===== config.mk =====
export PLATFORM = sky130hd
export DESIGN_NAME = xml_escape_char_tokenizer_core
export DESIGN_NICKNAME = d
export VERILOG_FILES = /design/src/rtl/core/xet_pkg.sv /design/src/rtl/core/xet_front.sv /design/src/rtl/core/xet_fifo.sv /design/src/rtl/core/xet_back.sv /design/src/rtl/core/xml_escape_char_tokenizer_core.sv
export SDC_FILE = /design/constraint.sdc
export NUM_CORES = 1
export LEC_CHECK = 0
export ABC_AREA = 1
export ABC_CLOCK_PERIOD_IN_PS = 18800
export BUFFER_PORTS_ARGS = -buffer_cell sky130_fd_sc_hd__buf_4
export CAP_MARGIN = 20
export CORE_MARGIN = 3
export CORE_UTILIZATION = 25
export CTS_CLUSTER_DIAMETER = 100
export CTS_CLUSTER_SIZE = 30
export DETAILED_ROUTE_END_ITERATION = 6
export PLACE_DENSITY = 0.43
export SLEW_MARGIN = 0
export SYNTH_ARGS = -nofsm -noshare
export SYNTH_HDL_FRONTEND = slang
export SYNTH_HIERARCHICAL = 1
export SYNTH_SLANG_ARGS = --single-unit

===== constraint.sdc =====
create_clock -name clk_i -period 18.8 [get_ports clk_i]
set_input_delay 0.94 -clock clk_i [delete_from_list [all_inputs] [get_ports clk_i]]
set_output_delay 0.94 -clock clk_i [all_outputs]
set_load 0.01 [all_outputs]

===== src/rtl/core/xet_pkg.sv =====
// ----------------------------------------------------------------------------
// xet_pkg: shared types and constants of the character tokeniser
// Token kinds, scan modes, result records and the chunk length limit.
// ----------------------------------------------------------------------------
`default_nettype none

package xet_pkg;

  // Longest chunk before a forced chunk end, and the offset limit it gives.
  localparam longint unsigned MaxChunkBytes = 64'd65535;
  localparam logic [16:0] ChunkLimit =
      (MaxChunkBytes > 64'd65535) ? 17'd65535 : 17'(MaxChunkBytes);

  // Depth of the queue between the classifier and the output side.
  localparam int unsigned DefaultQueueDepth = 4;

  // Special characters.
  localparam logic [7:0] ChLt   = 8'h3C;
  localparam logic [7:0] ChGt   = 8'h3E;
  localparam logic [7:0] ChAmp  = 8'h26;
  localparam logic [7:0] ChQuot = 8'h22;
  localparam logic [7:0] ChCr   = 8'h0D;
  localparam logic [7:0] ChLf   = 8'h0A;
  localparam logic [7:0] ChBsl  = 8'h5C;
  localparam logic [7:0] ChNul  = 8'h00;

  typedef enum logic [2:0] {
    KIND_DATA    = 3'd0,
    KIND_LT      = 3'd1,
    KIND_GT      = 3'd2,
    KIND_AMP     = 3'd3,
    KIND_QUOT    = 3'd4,
    KIND_NEWLINE = 3'd5
  } kind_e;

  typedef enum logic [1:0] {
    MODE_TOKEN = 2'd0,
    MODE_DATA  = 2'd1,
    MODE_CR    = 2'd2,
    MODE_ESC   = 2'd3
  } mode_e;

  // One span result.
  typedef struct packed {
    kind_e       kind;
    logic [15:0] span_start;
    logic [15:0] span_end;
    logic        partial;
  } span_t;

  // All results caused by one byte: one or two spans.
  typedef struct packed {
    logic           two;
    span_t [1:0]    res;
  } entry_t;

endpackage

`default_nettype wire


===== src/rtl/core/xet_front.sv =====
// ----------------------------------------------------------------------------
// xet_front: byte classifier of the character tokeniser
// Takes one byte per cycle while the queue is not full, tracks the open span
// and pushes the spans that each byte closes into the queue as one entry.
// ----------------------------------------------------------------------------
`default_nettype none

module xet_front
  import xet_pkg::*;
(
  input  wire logic       clk_i,
  input  wire logic       rst_ni,
  input  wire logic       in_valid_i,
  output logic            in_ready_o,
  input  wire logic [7:0] text_byte_i,
  input  wire logic       chunk_end_i,
  input  wire logic       q_full_i,
  output logic            q_push_o,
  output entry_t          q_entry_o
);

  mode_e       mode_q, mode_d;
  mode_e       resume_q, resume_d;
  kind_e       okind_q, okind_d;
  logic [15:0] ostart_q, ostart_d;
  logic [15:0] offset_q, offset_d;

  logic        accept;
  logic [1:0]  n;
  logic        done;
  logic [16:0] nxt;
  span_t [1:0] res;

  assign in_ready_o = !q_full_i;
  assign accept     = in_valid_i && in_ready_o;

  // Scan state register.
  always_ff @(posedge clk_i or negedge rst_ni) begin
    if (!rst_ni) begin
      mode_q   <= MODE_TOKEN;
      resume_q <= MODE_TOKEN;
      okind_q  <= KIND_DATA;
      ostart_q <= '0;
      offset_q <= '0;
    end else if (accept) begin
      mode_q   <= mode_d;
      resume_q <= resume_d;
      okind_q  <= okind_d;
      ostart_q <= ostart_d;
      offset_q <= offset_d;
    end
  end

  // Classification of one byte and the spans that it closes.
  always_comb begin
    mode_d   = mode_q;
    resume_d = resume_q;
    okind_d  = okind_q;
    ostart_d = ostart_q;
    offset_d = offset_q;
    n        = 2'd0;
    done     = 1'b0;
    res      = '0;
    nxt      = {1'b0, offset_q} + 17'd1;

    if (text_byte_i == ChNul) begin
      // A NUL cuts the open span and restarts offsets; the mode is kept.
      if (ostart_q < offset_q) begin
        res[n[0]] = '{kind: okind_q, span_start: ostart_q, span_end: offset_q,
                      partial: 1'b1};
        n = n + 2'd1;
      end
      ostart_d = '0;
      offset_d = '0;
    end else begin
      if (mode_d == MODE_ESC) begin
        mode_d = (resume_q == MODE_DATA) ? MODE_DATA : MODE_TOKEN;
      end

      if (mode_d == MODE_CR) begin
        if (text_byte_i == ChLf) begin
          // The LF completes a CR LF pair.
          res[n[0]] = '{kind: KIND_NEWLINE, span_start: ostart_d,
                        span_end: nxt[15:0], partial: 1'b0};
          n = n + 2'd1;
          ostart_d = nxt[15:0];
          mode_d   = MODE_TOKEN;
          done     = 1'b1;
        end else begin
          // A lone CR is a newline of its own.
          if (ostart_d < offset_q) begin
            res[n[0]] = '{kind: KIND_NEWLINE, span_start: ostart_d,
                          span_end: offset_q, partial: 1'b0};
            n = n + 2'd1;
          end
          ostart_d = offset_q;
          mode_d   = MODE_TOKEN;
        end
      end else if (mode_d != MODE_DATA) begin
        mode_d = MODE_TOKEN;
      end

      if (!done) begin
        if (text_byte_i == ChLt || text_byte_i == ChGt ||
            text_byte_i == ChAmp || text_byte_i == ChQuot) begin
          if (ostart_d < offset_q) begin
            res[n[0]] = '{kind: okind_d, span_start: ostart_d,
                          span_end: offset_q, partial: 1'b0};
            n = n + 2'd1;
          end
          case (text_byte_i)
            ChLt:    okind_d = KIND_LT;
            ChGt:    okind_d = KIND_GT;
            ChAmp:   okind_d = KIND_AMP;
            default: okind_d = KIND_QUOT;
          endcase
          ostart_d = offset_q;
          mode_d   = MODE_TOKEN;
        end else if (text_byte_i == ChCr) begin
          if (ostart_d < offset_q) begin
            res[n[0]] = '{kind: okind_d, span_start: ostart_d,
                          span_end: offset_q, partial: 1'b0};
            n = n + 2'd1;
          end
          okind_d  = KIND_NEWLINE;
          ostart_d = offset_q;
          mode_d   = MODE_CR;
        end else if (text_byte_i == ChLf) begin
          if (ostart_d < offset_q) begin
            res[n[0]] = '{kind: okind_d, span_start: ostart_d,
                          span_end: offset_q, partial: 1'b0};
            n = n + 2'd1;
          end
          res[n[0]] = '{kind: KIND_NEWLINE, span_start: offset_q,
                        span_end: nxt[15:0], partial: 1'b0};
          n = n + 2'd1;
          ostart_d = nxt[15:0];
          mode_d   = MODE_TOKEN;
        end else if (text_byte_i == ChBsl) begin
          // A backslash joins the open span, or opens a data span.
          if (ostart_d >= offset_q) begin
            okind_d  = KIND_DATA;
            ostart_d = offset_q;
            mode_d   = MODE_DATA;
          end
          resume_d = mode_d;
          mode_d   = MODE_ESC;
        end else if (mode_d == MODE_TOKEN) begin
          if (ostart_d < offset_q) begin
            res[n[0]] = '{kind: okind_d, span_start: ostart_d,
                          span_end: offset_q, partial: 1'b0};
            n = n + 2'd1;
          end
          okind_d  = KIND_DATA;
          ostart_d = offset_q;
          mode_d   = MODE_DATA;
        end
      end

      // Chunk end, given or forced by the length limit.
      if (chunk_end_i || nxt >= ChunkLimit) begin
        if ({1'b0, ostart_d} < nxt) begin
          res[n[0]] = '{kind: okind_d, span_start: ostart_d,
                        span_end: nxt[15:0], partial: 1'b1};
          n = n + 2'd1;
        end
        offset_d = '0;
        ostart_d = '0;
      end else begin
        offset_d = nxt[15:0];
      end
    end
  end

  assign q_push_o       = accept && (n != 2'd0);
  assign q_entry_o.two  = n[1];
  assign q_entry_o.res  = res;

endmodule

`default_nettype wire


===== src/rtl/core/xet_fifo.sv =====
// ----------------------------------------------------------------------------
// xet_fifo: result queue of the character tokeniser
// Short first-in first-out queue of result entries between the classifier
// and the output side.
// ----------------------------------------------------------------------------
`default_nettype none

module xet_fifo
  import xet_pkg::*;
#(
  parameter int unsigned DEPTH = DefaultQueueDepth
) (
  input  wire logic   clk_i,
  input  wire logic   rst_ni,
  input  wire logic   push_i,
  input  wire entry_t entry_i,
  output logic        full_o,
  input  wire logic   pop_i,
  output logic        empty_o,
  output entry_t      head_o
);

  localparam int unsigned AW = (DEPTH > 1) ? $clog2(DEPTH) : 1;
  localparam int unsigned CW = $clog2(DEPTH + 1);
  localparam logic [AW-1:0] LastIdx = AW'(DEPTH - 1);
  localparam logic [CW-1:0] FullCnt = CW'(DEPTH);

  entry_t          store_q [DEPTH];
  logic [AW-1:0]   wr_q, rd_q;
  logic [CW-1:0]   count_q;

  assign full_o  = (count_q == FullCnt);
  assign empty_o = (count_q == '0);
  assign head_o  = store_q[rd_q];

  // Entry storage.
  always_ff @(posedge clk_i) begin
    if (push_i) begin
      store_q[wr_q] <= entry_i;
    end
  end

  // Pointers and fill count.
  always_ff @(posedge clk_i or negedge rst_ni) begin
    if (!rst_ni) begin
      wr_q    <= '0;
      rd_q    <= '0;
      count_q <= '0;
    end else begin
      if (push_i) begin
        wr_q <= (wr_q == LastIdx) ? '0 : wr_q + AW'(1);
      end
      if (pop_i) begin
        rd_q <= (rd_q == LastIdx) ? '0 : rd_q + AW'(1);
      end
      if (push_i && !pop_i) begin
        count_q <= count_q + CW'(1);
      end else if (pop_i && !push_i) begin
        count_q <= count_q - CW'(1);
      end
    end
  end

  // The classifier never pushes into a full queue.
  a_no_overflow: assert property (@(posedge clk_i) disable iff (!rst_ni)
    push_i |-> !full_o) else $error("result queue overflow");

  // The output side never pops an empty queue.
  a_no_underflow: assert property (@(posedge clk_i) disable iff (!rst_ni)
    pop_i |-> !empty_o) else $error("result queue underflow");

  // The fill count rises by one on a push without a pop.
  a_count_track: assert property (@(posedge clk_i) disable iff (!rst_ni)
    (push_i && !pop_i) |=> (count_q == $past(count_q) + CW'(1)))
    else $error("result queue count mismatch");

endmodule

`default_nettype wire


===== src/rtl/core/xet_back.sv =====
// ----------------------------------------------------------------------------
// xet_back: output side of the character tokeniser
// Unpacks queue entries into single span results and holds each one in an
// output register until the receiver takes it.
// ----------------------------------------------------------------------------
`default_nettype none

module xet_back
  import xet_pkg::*;
(
  input  wire logic   clk_i,
  input  wire logic   rst_ni,
  input  wire logic   q_empty_i,
  input  wire entry_t q_head_i,
  output logic        q_pop_o,
  output logic        out_valid_o,
  input  wire logic   out_ready_i,
  output span_t       out_span_o,
  output logic        out_last_o
);

  logic  valid_q, valid_d;
  logic  sel_q, sel_d;
  logic  last_q;
  span_t span_q;
  logic  load;

  // Load a result when the output register is free or being emptied.
  assign load    = (!valid_q || out_ready_i) && !q_empty_i;
  assign q_pop_o = load && (sel_q || !q_head_i.two);

  always_comb begin
    valid_d = valid_q;
    sel_d   = sel_q;
    if (load) begin
      valid_d = 1'b1;
      sel_d   = !q_pop_o;
    end else if (out_ready_i) begin
      valid_d = 1'b0;
    end
  end

  // Control registers.
  always_ff @(posedge clk_i or negedge rst_ni) begin
    if (!rst_ni) begin
      valid_q <= 1'b0;
      sel_q   <= 1'b0;
    end else begin
      valid_q <= valid_d;
      sel_q   <= sel_d;
    end
  end

  // Output payload register.
  always_ff @(posedge clk_i) begin
    if (load) begin
      span_q <= q_head_i.res[sel_q];
      last_q <= q_pop_o;
    end
  end

  assign out_valid_o = valid_q;
  assign out_span_o  = span_q;
  assign out_last_o  = last_q;

endmodule

`default_nettype wire


===== src/rtl/core/xml_escape_char_tokenizer_core.sv =====
// ----------------------------------------------------------------------------
// xml_escape_char_tokenizer_core: character tokeniser for escaped text
// Splits a text byte stream into token spans with chunk-relative offsets.
// ----------------------------------------------------------------------------
// Usage:
//   The slave stream carries one text byte per transaction, tlast marking the
//   final byte of a chunk. The master stream carries one span per
//   transaction: offsets in tdata, kind and partial flag in tuser, and tlast
//   on the final span caused by a given input byte. Bytes that close no span
//   give no output transaction.
//   One byte is accepted per cycle while the queue is not full. A byte's
//   spans pass through the queue and then the output register; a byte giving
//   two spans fills the output register with each span in turn. The
//   classifier and the output register are parted by a queue of QUEUE_DEPTH
//   entries, so input stalls only when that queue is full.
//   When the receiver holds tready low the current span stays in the output
//   register and further entries gather in the queue; once it fills, tready
//   on the input side drops.
//   Reset clears the scan state to the start of a token at offset zero and
//   empties the queue and the output register.
// ----------------------------------------------------------------------------
`default_nettype none

module xml_escape_char_tokenizer_core
  import xet_pkg::*;
#(
  parameter int unsigned QUEUE_DEPTH = DefaultQueueDepth
) (
  input  wire logic        clk_i,
  input  wire logic        rst_ni,
  input  wire logic        s_axis_tvalid,
  output logic             s_axis_tready,
  input  wire logic [7:0]  s_axis_tdata,   // [7:0] text_byte
  input  wire logic        s_axis_tlast,   // chunk_end
  output logic             m_axis_tvalid,
  input  wire logic        m_axis_tready,
  output logic [31:0]      m_axis_tdata,   // [15:0] span_start, [31:16] span_end
  output logic [3:0]       m_axis_tuser,   // [2:0] token_kind, [3] is_partial
  output logic             m_axis_tlast    // last_of_run
);

  logic   q_push, q_full, q_pop, q_empty;
  entry_t q_in, q_head;
  span_t  out_span;

  // Classifier.
  xet_front u_front (
    .clk_i       (clk_i),
    .rst_ni      (rst_ni),
    .in_valid_i  (s_axis_tvalid),
    .in_ready_o  (s_axis_tready),
    .text_byte_i (s_axis_tdata),
    .chunk_end_i (s_axis_tlast),
    .q_full_i    (q_full),
    .q_push_o    (q_push),
    .q_entry_o   (q_in)
  );

  // Result queue.
  xet_fifo #(
    .DEPTH (QUEUE_DEPTH)
  ) u_fifo (
    .clk_i   (clk_i),
    .rst_ni  (rst_ni),
    .push_i  (q_push),
    .entry_i (q_in),
    .full_o  (q_full),
    .pop_i   (q_pop),
    .empty_o (q_empty),
    .head_o  (q_head)
  );

  // Output side.
  xet_back u_back (
    .clk_i       (clk_i),
    .rst_ni      (rst_ni),
    .q_empty_i   (q_empty),
    .q_head_i    (q_head),
    .q_pop_o     (q_pop),
    .out_valid_o (m_axis_tvalid),
    .out_ready_i (m_axis_tready),
    .out_span_o  (out_span),
    .out_last_o  (m_axis_tlast)
  );

  // Pack the span onto the master stream.
  assign m_axis_tdata = {out_span.span_end, out_span.span_start};
  assign m_axis_tuser = {out_span.partial, out_span.kind};

endmodule

`default_nettype wire

* Word-level counts from Yosys, hierarchy flattened
Memory sizes are Yosys's and may differ from the RTL's.
Cells that the tools add are included.
W data, S select, Z words.
** Storage, ports and cells
- Register bits :: 85
- Memory bits (writable) :: 292
- Input port bits :: 13
- Output and inout bits :: 39
- Logic and storage cells :: 185
- Memories kept :: 1
** Cells by class
- Add/sub/neg operators :: 8
- Magnitude comparators :: 12
- Equal/unequal tests :: 14
- Multiplexer cells :: 101
- Bitwise operators :: 5
- Reduce and logical (&&, ||, !) cells :: 29
** Memory list
- u_fifo.store_q :: words 4, width 73, read ports 1, clocked after memory_dff 0, wr ports 1, RTL line xet_fifo.sv:28 : entry_t store_q [DEPTH];
** Operators with widths (count)
- $mux W72 :: 15
- $mux W36 :: 12
- $mux W16 :: 15
- $bwmux W72 :: 3
- $demux W36 S1 :: 3
- $mux W2 :: 33
- $eq A8 B6 Y1 const B :: 4
- $lt A16 B16 Y1 :: 2
- $mux W3 :: 10
- $add A16 B1 Y17 const B :: 1
- $ge A17 B16 Y1 const B :: 1
- $lt A16 B17 Y1 :: 1
- $eq A8 B4 Y1 const B :: 2
- $ge A16 B16 Y1 :: 1
- $add A2 B1 Y2 const B :: 5
- $logic_and A1 B1 Y1 :: 9
- $mux W1 :: 9
- $pmux W3 S3 :: 1
- $eq A2 B2 Y1 const B :: 4
- $eq A8 B7 Y1 const B :: 1
- $logic_not A8 Y1 :: 1
- $lt A1 B2 Y1 const B :: 4
- $reduce_and A7 Y1 :: 1
- $logic_not A1 Y1 :: 6
- other kinds (12) :: 25

* Depth between registers and ports, before layout
Gate-level depths: netlist of the first run.
- Depth in word-level cells :: 30
- Mapped depth :: 51
- Mapped depth without buffers :: 48

* Cells and area by module
Netlist of the first run, hierarchy kept.
** By module, submodules not included
- xet_fifo :: instances 1, cells an instance 903, area each 12047.8 µm², sequential area each 8943.6 µm²
- xet_front :: instances 1, cells an instance 1307, area each 7278.2 µm², sequential area each 975.9 µm²
- xet_back :: instances 1, cells an instance 167, area each 1815.5 µm², sequential area each 1161.1 µm²

* Worst setup path after synthesis of the first run
Ideal clock, no wire load.
- Path kind :: in2reg
- Start point :: in s_axis_tdata[4]
- End point :: mem u_fifo/store_q[3][0] in the netlist's numbering, enable pin
- Library setup time :: 427 ps
- Data arrival time :: 7525 ps
- Required time :: 18373 ps
- Slack :: 10848 ps
- Cell stages on the path :: 38
- Buffers on the path :: 3
- Cell sequence :: inv_1 -> nand2_1 -> nor2_1 -> nand2_1 -> inv_2 -> buf_2 -> nand3_1 -> nand2_1 -> inv_1 -> a21oi_1 -> inv_1 -> ha_1 -> a21oi_1 -> o21ai_0 -> a21oi_1 -> nand3_1 -> nand2_1 -> nand2_1 -> [2 not listed] -> buf_2 -> o221ai_1 -> o21ai_0 -> o21ai_0 -> inv_1 -> ha_1 -> nand2_1 -> nor2_1 -> nand4_1 -> nor3_1 -> a21oi_4 -> buf_2 -> ha_1 -> o21ai_0 -> o21a_1 -> a21oi_1 -> nand2_1 -> inv_1
** On the way
- Word-level cells in the longest chain between the ends :: 25
- Elaborated cells between the ends (all ways) :: 54
- Those cells by class :: 3 x add/sub; 3 x order compare; 7 x eq/ne; 35 x mux; 6 x reduce/logical
** Ends and longest elaborated chain
- from (decl) :: RTL line xml_escape_char_tokenizer_core.sv:33 : input wire logic [7:0] s_axis_tdata,
- $eq A8 B4 Y1 :: RTL line xet_front.sv:81, xet_front.sv:128
- $mux W16 / $mux W2 (equally long branches) :: RTL line xet_front.sv:81 : if (text_byte_i == ChLf) begin
- $mux W16 / $mux W2 (equally long branches) :: RTL line xet_front.sv:80 : if (mode_d == MODE_CR) begin
- $mux W16 / $mux W2 (equally long branches) :: RTL line xet_front.sv:66 : if (text_byte_i == ChNul) begin
- $lt A16 B16 Y1 / $add A2 B1 Y2 (equally long branches)
- $mux W2
- $mux W2 :: RTL line xet_front.sv:128 : end else if (text_byte_i == ChLf) begin
- $mux W2 :: RTL line xet_front.sv:119 : end else if (text_byte_i == ChCr) begin
- [10 not listed]
- $mux W2 :: RTL line xet_front.sv:162 : if ({1'b0, ostart_d} < nxt) begin
- $mux W2 :: RTL line xet_front.sv:161 : if (chunk_end_i || nxt >= ChunkLimit) begin
- $mux W2 (*) :: RTL line xet_front.sv:66
- $reduce_bool A2 Y1 (*) :: RTL line xet_front.sv:175 : assign q_push_o = accept && (n != 2'd0);
- $logic_and A1 B1 Y1 (*) :: RTL line xet_front.sv:175
- via q_push :: RTL line xml_escape_char_tokenizer_core.sv:42 : logic q_push, q_full, q_pop, q_empty;
- $mux W1 (*) :: RTL line xet_fifo.sv:38 : if (push_i) begin
- $mux W1 (not written as such) (*) :: RTL line xet_fifo.sv:39 : store_q[wr_q] <= entry_i;
- to (decl) :: RTL line xet_fifo.sv:28
The timed path passes the listed nets; every way through them passes the cells marked *. The select of a mux whose other input is x is not followed.

* Worst setup path after layout of the first run
- Start point :: reg u_front.offset_q[6]
- End point :: mem u_fifo/store_q[3][65] in the netlist's numbering, enable pin
** On the way
- Word-level cells in the longest chain between the ends :: 26
- Elaborated cells between the ends (all ways) :: 45
- Those cells by class :: 4 x add/sub; 5 x order compare; 33 x mux; 3 x reduce/logical
** Ends and longest elaborated chain
- from (decl) :: RTL line xet_front.sv:26 : logic [15:0] offset_q, offset_d;
- from (signal assigned) :: RTL line xet_front.sv:50 : offset_q <= offset_d;
- parallel branches: the longest is 21 deep, another holds $add A16 B1 Y17
- $mux W2 (*) :: RTL line xet_front.sv:66
- $reduce_bool A2 Y1 (*) :: RTL line xet_front.sv:175
- $logic_and A1 B1 Y1 (*) :: RTL line xet_front.sv:175
- via q_push :: RTL line xml_escape_char_tokenizer_core.sv:42
- $mux W1 (*) :: RTL line xet_fifo.sv:38
- $mux W1 (not written as such) (*) :: RTL line xet_fifo.sv:39
Mark *: on every way through the listed nets, which the timed path passes. The select of a mux whose other input is x is not followed.

==> metrics.csv, run 1 <==
stage,metric,value,unit
logic_synthesis,leading area contributor after synthesis,edfxtp_1,
critical_path,crit-path max cell delay,0.98,ns
route,Antenna Nets Post-Route,0,
final_layout,NumNets Final,2438,
place,dpl cells,3474,
critical_path,Worst path most repeated cell,nand2_1,
logic_synthesis,count of unique library cells instantiated by Yosys,59,
final_layout,area delta synth->final,10.2,%
cts,CTS resizes,0,
logic_synthesis,Yosys reg bits,377,
route,drt total wl,80.5,mm
critical_path,reg2reg start,u_front/offset_q[6]$_DFFE_PN0P_,
cts,"Clk pin slew, worst setup/hold paths",0.09,ns
logic_synthesis,count of warnings emitted by yosys,6,
critical_path,"slowest stage cell, crit path",ha_1,
logic_synthesis,post-synthesis cell area,21100,µm²
run,max cap viols,0,
sta,Tcrit/Tclk final,0.505,
floorplan,Core Area,83700,µm²
logic_synthesis,Area contributors post-synth,"edfxtp_1 47%, nand2_1 12%, inv_1 5.8%",
cts,clock buffer depth,3,
cts,Num CTS Buffers,24,
sta,Least-Margin Pin Slew,1.05,ns
floorplan,Ports,52,
critical_path,Critical Path AT,9.72,ns
route,First-pass DRT Iterations,5,
sta,Slew HR,0.300,
critical_path,critical-path maximum fanout,50,
final_layout,FILL cells,8875,
cts,clock latency on the worst-skew pair,0.61,ns
floorplan,DIE HEIGHT,297,µm
final_layout,Reg area,11100,µm²
critical_path,critical path buffer and inverter count,5,
critical_path,crit path launch,u_front/offset_q[6]$_DFFE_PN0P_,
place,post-DP HPWL,55.4,mm
sta,Max Slew Vio Count,0,
critical_path,critical path depth,26,
global_routing,vias in the first global route,16100,
place,gpl congestion,1.01,
logic_synthesis,"EDFF count, synth",329,
global_routing,initial antenna violation count,5,
logic_synthesis,share of the synthesized area in the top cell type,0.467,
route,DR vias/cell,4.84,
global_routing,pin count of the biggest net entering global routing,123,
cts,Post-CTS Setup Bufs,0,
route,Vias,17000,
critical_path,R2R cell count,26,
logic_synthesis,sequential share of the synthesized area,0.524,
logic_synthesis,Syn Inst Count,2377,
pwr,Lkg Pwr,9.57,nW
route,post-DR wirelength/cell,22.9,µm
critical_path,CP required,19.03,ns
status,status,finished clean,
logic_synthesis,Synthesized Nets,2449,
critical_path,Crit path max-delay family,simple AND/OR/NAND/NOR gates,
sta,FMAX,0.105,GHz
route,DRC viols,0,
final_layout,Layout Cells excl Fill,3520,
sta,"Hold Vio Cnt, Final",0,
critical_path,Setup CP Type,flip-flop to flip-flop,
pwr,Worst VDD drop,0.114,mV
logic_synthesis,Async SR Flop Fraction,0.127,
min_path,worst min-delay path category,primary input to asynchronous set/reset pin,
sta,minimum clock period,9.49,ns
final_layout,area of the multi-input gates,7880,µm²
floorplan,row cnt,106,
logic_synthesis,"Top FF cell, synth",edfxtp_1,
global_routing,gr ovfl total,0,
pwr,pwr/cell area,168,nW/µm²
logic_synthesis,synthesized area per cell,8.89,µm²
cts,root buf cell,clkbuf_16,
floorplan,Die X-Extent,297,µm
global_routing,All-Layer GR Usage,0.178,
sta,Final Setup Violations,0,
sta,setup_tns,0,ns
global_routing,first-pass GRT wire length,116,mm
cts,Hold Buf Count CTS,0,
floorplan,die area,88100,µm²
route,initial DRC count,1551,
critical_path,critical path launch point type,flip-flop,
sta,clk_skew,0.0253,ns
cts,CTS tree,yes,
place,Port Buffers,51,
sta,RSZ-0062 raised after global routing,no,
cts,number of H-tree levels,1,
cts,CTS Sinks,377,
critical_path,CP endpoint kind,flip-flop,
floorplan,starting density of the core,0.253,
final_layout,layout cells sized above 1,0.0882,
## state kept, by name, summed over array words and instances, names as in the netlist
register / cells
u_front/okind_q: 3
u_back/out_span_o: 36
u_fifo/count_q: 3
u_fifo/rd_q: 2
u_front/mode_q: 2
u_back/sel_q: 1
u_front/resume_q: 2
u_front/ostart_q: 16
u_front/offset_q: 16
u_back/out_valid_o: 1
u_fifo/wr_q: 2
u_back/out_last_o: 1
u_fifo/store_q: 292
## power breakdown
part	internal, mW	switching [mW]	total, mW
clock	0.257	0.340	0.598
combinational	0.525	1.45	1.97
sequential	1.25	0.0888	1.34
total	2.03	1.88	3.91
## cell usage after synthesis, types with 2 or more instances
cell type,instances
a211oi_1,2
a21oi_1,84
a21oi_2,3
a22oi_1,7
a31oi_1,2
and2_1,2
buf_2,44
buf_4,7
buf_6,35
clkbuf_1,42
clkinv_1,10
dfrtp_1,48
edfxtp_1,329
ha_1,58
inv_1,329
inv_2,21
nand2_1,689
nand2_2,4
nand3_1,82
nand3_2,2
nand4_1,11
nor2_1,85
nor3_1,15
nor3_2,2
nor3_4,2
nor4_1,4
o2111ai_1,2
o211ai_1,159
o211ai_2,3
o21a_1,3
o21ai_0,119
o21ai_1,46
o21ai_2,21
o221ai_1,5
o22ai_1,70
o31ai_1,5
xor2_1,3
## placed cells by master (no fill, tap or decap), types with 5 or more instances in the layout
| cell type | netlist | final |
|---|---|---|
| nand2_1 | 689 | 688 |
| edfxtp_1 | 329 | 329 |
| inv_1 | 329 | 322 |
| o211ai_1 | 159 | 159 |
| o21ai_0 | 119 | 119 |
| buf_4 | 7 | 92 |
| nor2_1 | 85 | 85 |
| a21oi_1 | 84 | 84 |
| nand3_1 | 82 | 81 |
| o22ai_1 | 70 | 70 |
| ha_1 | 58 | 58 |
| o21ai_1 | 46 | 46 |
| dfrtp_1 | 48 | 46 |
| clkbuf_16 | 0 | 24 |
| inv_2 | 21 | 22 |
| o21ai_2 | 21 | 21 |
| nor3_1 | 15 | 15 |
| clkinv_1 | 10 | 12 |
| nand4_1 | 11 | 11 |
| a22oi_1 | 7 | 7 |
| diode_2 | 0 | 5 |
| clkinv_2 | 1 | 5 |
| nand2_2 | 4 | 5 |
| o221ai_1 | 5 | 5 |
| o31ai_1 | 5 | 5 |
## final timing paths
check / end / slack [ns]
worst max-delay path: u_fifo/store_q[3][65]$_DFFE_PP_ / 9.31
worst min-delay path: u_front/offset_q[6]$_DFFE_PN0P_ / 0.45
min in group clk_i: u_front/resume_q[1]$_DFFE_PN0P_ / 0.50
worst max register to register: u_fifo/store_q[3][65]$_DFFE_PP_ / 9.31
worst min register to register: u_front/resume_q[1]$_DFFE_PN0P_ / 0.50
max in group asynchronous: u_front/okind_q[2]$_DFFE_PN0P_ / 17.74
## area by class of cell
type,count,area share
diodes,5,0.000537
clock buffers,24,0.0258
clock inverters,17,0.00983
inverters,362,0.0590
multi-input cells,1509,0.338
flip-flops and latches,377,0.476
well taps,1134,0.0609
repair buffers,92,0.0297
## metal layers
metal | GRT usage | routed length (µm) | vias up
li1 | - | - | 8051
met1 | 0.247 | 36700 | 8263
met3 | 0.0319 | 5170 | 137
met5 | 0 | 0 | -
met2 | 0.278 | 35400 | 576
met4 | 0.0610 | 3310 | 0
## kinds of logic (layout without fill, tap and decap cells)
kind of cell | Yosys count | after routing | synth area share
other | 0 | 5 | 0
adder cells (fa/ha/maj) | 59 | 59 | 0.0353
flip-flops | 377 | 377 | 0.524
AO/OA/AOI/OAI | 539 | 539 | 0.161
AND/OR/NAND/NOR | 907 | 907 | 0.174
XOR/XNOR | 4 | 4 | 0.00166
buffers and inverters | 491 | 495 | 0.104
## per-stage QoR
step | hold slack [ns] | worst slack, ns | utilization | total power [mW] | instance area, µm²
detailed placement | 0.485 | 9.13 | 0.268 | 3.34 | 22500
global route | 0.487 | 8.75 | 0.278 | 4.20 | 23300
finish | 0.449 | 9.31 | 0.278 | 3.91 | 23300
global placement | 0.483 | 9.13 | 0.268 | 3.33 | 22400
floorplan | 0.460 | 10.85 | - | 2.62 | 21100
CTS | 0.462 | 9.54 | 0.278 | 3.95 | 23300
(Power assumes the default switching activity.)
==> run 2: changes to the inputs <==
Settings changed: ABC_CLOCK_PERIOD_IN_PS 18800 to 8000, PLACE_DENSITY 0.43 to 0.44.
Clock period 18.8 ns to 8 ns, I/O delays scaled along.
==> run 2 against run 1 <==
  * Sequential power rose by 130%
  * Sequential cell count did not move
  * Count of clock-buffer cells in the layout did not move
  * Hold slack got worse by 0.27 ns
  * Utilization rose by 0.55 points
  * Clock power rose by 110%
  * Via count rose by 0.38%
  * Setup slack got worse by 8.8 ns
  * Die area did not move
  * Combinational power rose by 140%
  * Cell count rose by 1.3%
  * Non-clock buffer count rose by 56
==> metrics.csv, run 2 (same netlist as run 1, synthesis figures left out) <==
stage,metric,value,unit,change
final_layout,Largest register FFs,292,,unchanged
final_layout,FILL cells,8826,,-0.55%
final_layout,most frequent cells in the layout,"687 x nand2_1, 329 x edfxtp_1, 321 x inv_1, 159 x o211ai_1, 137 x buf_4",,
floorplan,starting density of the core,0.253,,unchanged
sta,Slew HR,0.274,,-0.0254
sta,Final Setup Violations,0,,unchanged
final_layout,area of the multi-input gates,7890,µm²,about the same
sta,Tcrit/Tclk final,0.935,,+0.430
route,DRC viols,0,,unchanged
critical_path,CP endpoint kind,flip-flop,,
floorplan,die area,88100,µm²,unchanged
run,max cap viols,0,,unchanged
final_layout,NumNets Final,2491,,+2.2%
critical_path,Worst path most repeated cell,nand2_1,,
route,drt total wl,74.9,mm,-7.0%
cts,"Clk pin slew, worst setup/hold paths",0.11,ns,+0.02 ns
cts,CTS tree,yes,,
place,Port Buffers,51,,unchanged
route,Antenna Nets Post-Route,0,,unchanged
global_routing,GR Layer Usage met3,0.0198,,-0.0121
route,post-DR wirelength/cell,21.0,µm,-8.2%
pwr,total power draw,9.10,mW,+130%
global_routing,gr ovfl total,0,,unchanged
status,status,finished clean,,
global_routing,first-pass GRT wire length,110,mm,-5.2%
critical_path,critical path launch point type,flip-flop,,
route,DR vias/cell,4.79,,-0.94%
floorplan,DIE HEIGHT,297,µm,unchanged
global_routing,pin count of the biggest net entering global routing,122,,-0.81%
sta,Least-Margin Pin Slew,1.09,ns,+0.0381 ns
min_path,worst min-delay path category,primary input to flip-flop,,
global_routing,layer with the highest usage,met2,,
pwr,Lkg Pwr,9.83,nW,+2.7%
final_layout,Reg area,11100,µm²,unchanged
final_layout,"Most flops, register",u_fifo/store_q,,
sta,FMAX,0.134,GHz,+27%
global_routing,All-Layer GR Usage,0.165,,-0.0132
route,initial DRC count,1692,,+9.1%
route,First-pass DRT Iterations,6,,+1
cts,clock latency on the worst-skew pair,0.58,ns,-0.03 ns
final_layout,layout cells sized above 1,0.107,,+0.0187
pwr,pwr/cell area,383,nW/µm²,+130%
sta,WHS,0.180,ns,-0.269 ns
global_routing,met1 usage,0.227,,-0.0198
critical_path,"slowest stage cell, crit path",clkinv_2,,
floorplan,Ports,52,,unchanged
floorplan,row cnt,106,,unchanged
cts,Post-CTS Setup Bufs,0,,unchanged
sta,minimum clock period,7.48,ns,-2.01 ns
critical_path,CP required,8.33,ns,-10.70 ns
global_routing,initial antenna violation count,0,,-5
floorplan,Core Area,83700,µm²,unchanged
cts,root buf cell,clkbuf_16,,
critical_path,critical-path maximum fanout,26,,-48%
floorplan,Die X-Extent,297,µm,unchanged
global_routing,vias in the first global route,16400,,+1.8%
critical_path,Setup CP Type,flip-flop to flip-flop,,
cts,Num CTS Buffers,21,,-13%
place,gpl congestion,0.933,,-7.7%
cts,CTS Sinks,377,,unchanged
global_routing,met2 Track Usage GR,0.273,,-0.00500
route,Vias,17100,,+0.38%
sta,Max Slew Vio Count,0,,unchanged
final_layout,area delta synth->final,12.4,%,
sta,clk_skew,0.0358,ns,+0.0106 ns
cts,number of H-tree levels,1,,unchanged
pwr,Worst VDD drop,0.226,mV,+99%
sta,"Hold Vio Cnt, Final",0,,unchanged
critical_path,crit-path max cell delay,0.52,ns,-0.46 ns
cts,clock buffer depth,3,,unchanged
place,post-DP HPWL,51.2,mm,-7.5%
critical_path,Critical Path AT,7.81,ns,-1.91 ns
final_layout,"most common cell after layout, fill and taps aside",nand2_1,,
==> run 2: cell count changes in the layout (fill, tap and decap cells not counted), moves of 3 or more <==
cell,previous run,this run
buf_4,92,137
clkbuf_1,0,3
buf_12,0,10
diode_2,5,1
clkinv_16,0,5
clkinv_8,3,0
inv_16,3,0
inv_12,4,0
clkbuf_16,24,21
==> run 2: final cells by class <==
cell class	count	area share
Antenna cell	1	0.000105
Clock buffer	24	0.0226
Clock inverter	12	0.00880
Inverter	362	0.0579
Multi-Input combinational cell	1509	0.332
Sequential cell	377	0.467
Tap cell	1134	0.0597
Timing Repair Buffer	148	0.0521
==> run 2: routing by layer <==
metal / share of wire / wire length (µm)
met3: 0.054 / 4070
met2: 0.46 / 34700
met5: 0 / 0
met1: 0.46 / 34200
met4: 0.025 / 1860
==> run 2: power by group <==
group	internal, mW	total [mW]	switching (mW)
sequential	2.94	3.13	0.193
clock	0.534	1.27	0.739
combinational	1.38	4.70	3.32
==> run 2: what timing repair did <==
item                                    4_1_cts  5_1_grt
hold buffers                                  1        0
gates resized for setup                       0        4
endpoints found under the setup margin        0      402
hold endpoints to repair                     48        0
==> run 2: final timing paths <==
| path | startpoint | endpoint | slack [ns] | cells past startpoint |
|---|---|---|---|---|
| worst max-delay path | u_front/offset_q[1]$_DFFE_PN0P_ | u_fifo/store_q[3][64]$_DFFE_PP_ | 0.52 | 37 |
| worst min-delay path | m_axis_tready | u_back/out_valid_o$_DFFE_PN0P_ | 0.18 | 4 |
| worst max register to register | u_front/offset_q[1]$_DFFE_PN0P_ | u_fifo/store_q[3][64]$_DFFE_PP_ | 0.52 | 37 |
| worst min register to register | u_front/resume_q[1]$_DFFE_PN0P_ | u_front/resume_q[1]$_DFFE_PN0P_ | 0.51 | 2 |
| max in group asynchronous | rst_ni | u_fifo/rd_q[1]$_DFFE_PN0P_ | 6.92 | 2 |
| min in group asynchronous | rst_ni | u_fifo/wr_q[1]$_DFFE_PN0P_ | 0.50 | 2 |
==> run 2: metrics by stage <==
step | setup slack [ns] | instance area (µm²) | util | std cells | setup TNS [ns]
after floorplan | 0.527 | 21100 | - | 2377 | 0
final | 0.524 | 23800 | 0.284 | 3567 | 0
after CTS | 0.376 | 23700 | 0.284 | 3566 | 0
after global placement | 0.324 | 23000 | 0.275 | 3529 | 0
after global routing | -0.00610 | 23800 | 0.284 | 3566 | -0.00610
after detailed placement | 0.230 | 23000 | 0.275 | 3529 | 0
==> run 2: critical path, delay by kind of cell (launching register included) <==
kind / cells / cell delay (ns)
simple gates: 20 / 2.97
buf+inv: 8 / 1.87
compound gates: 6 / 1.09
fa+ha+maj: 3 / 0.78
flops: 1 / 0.47
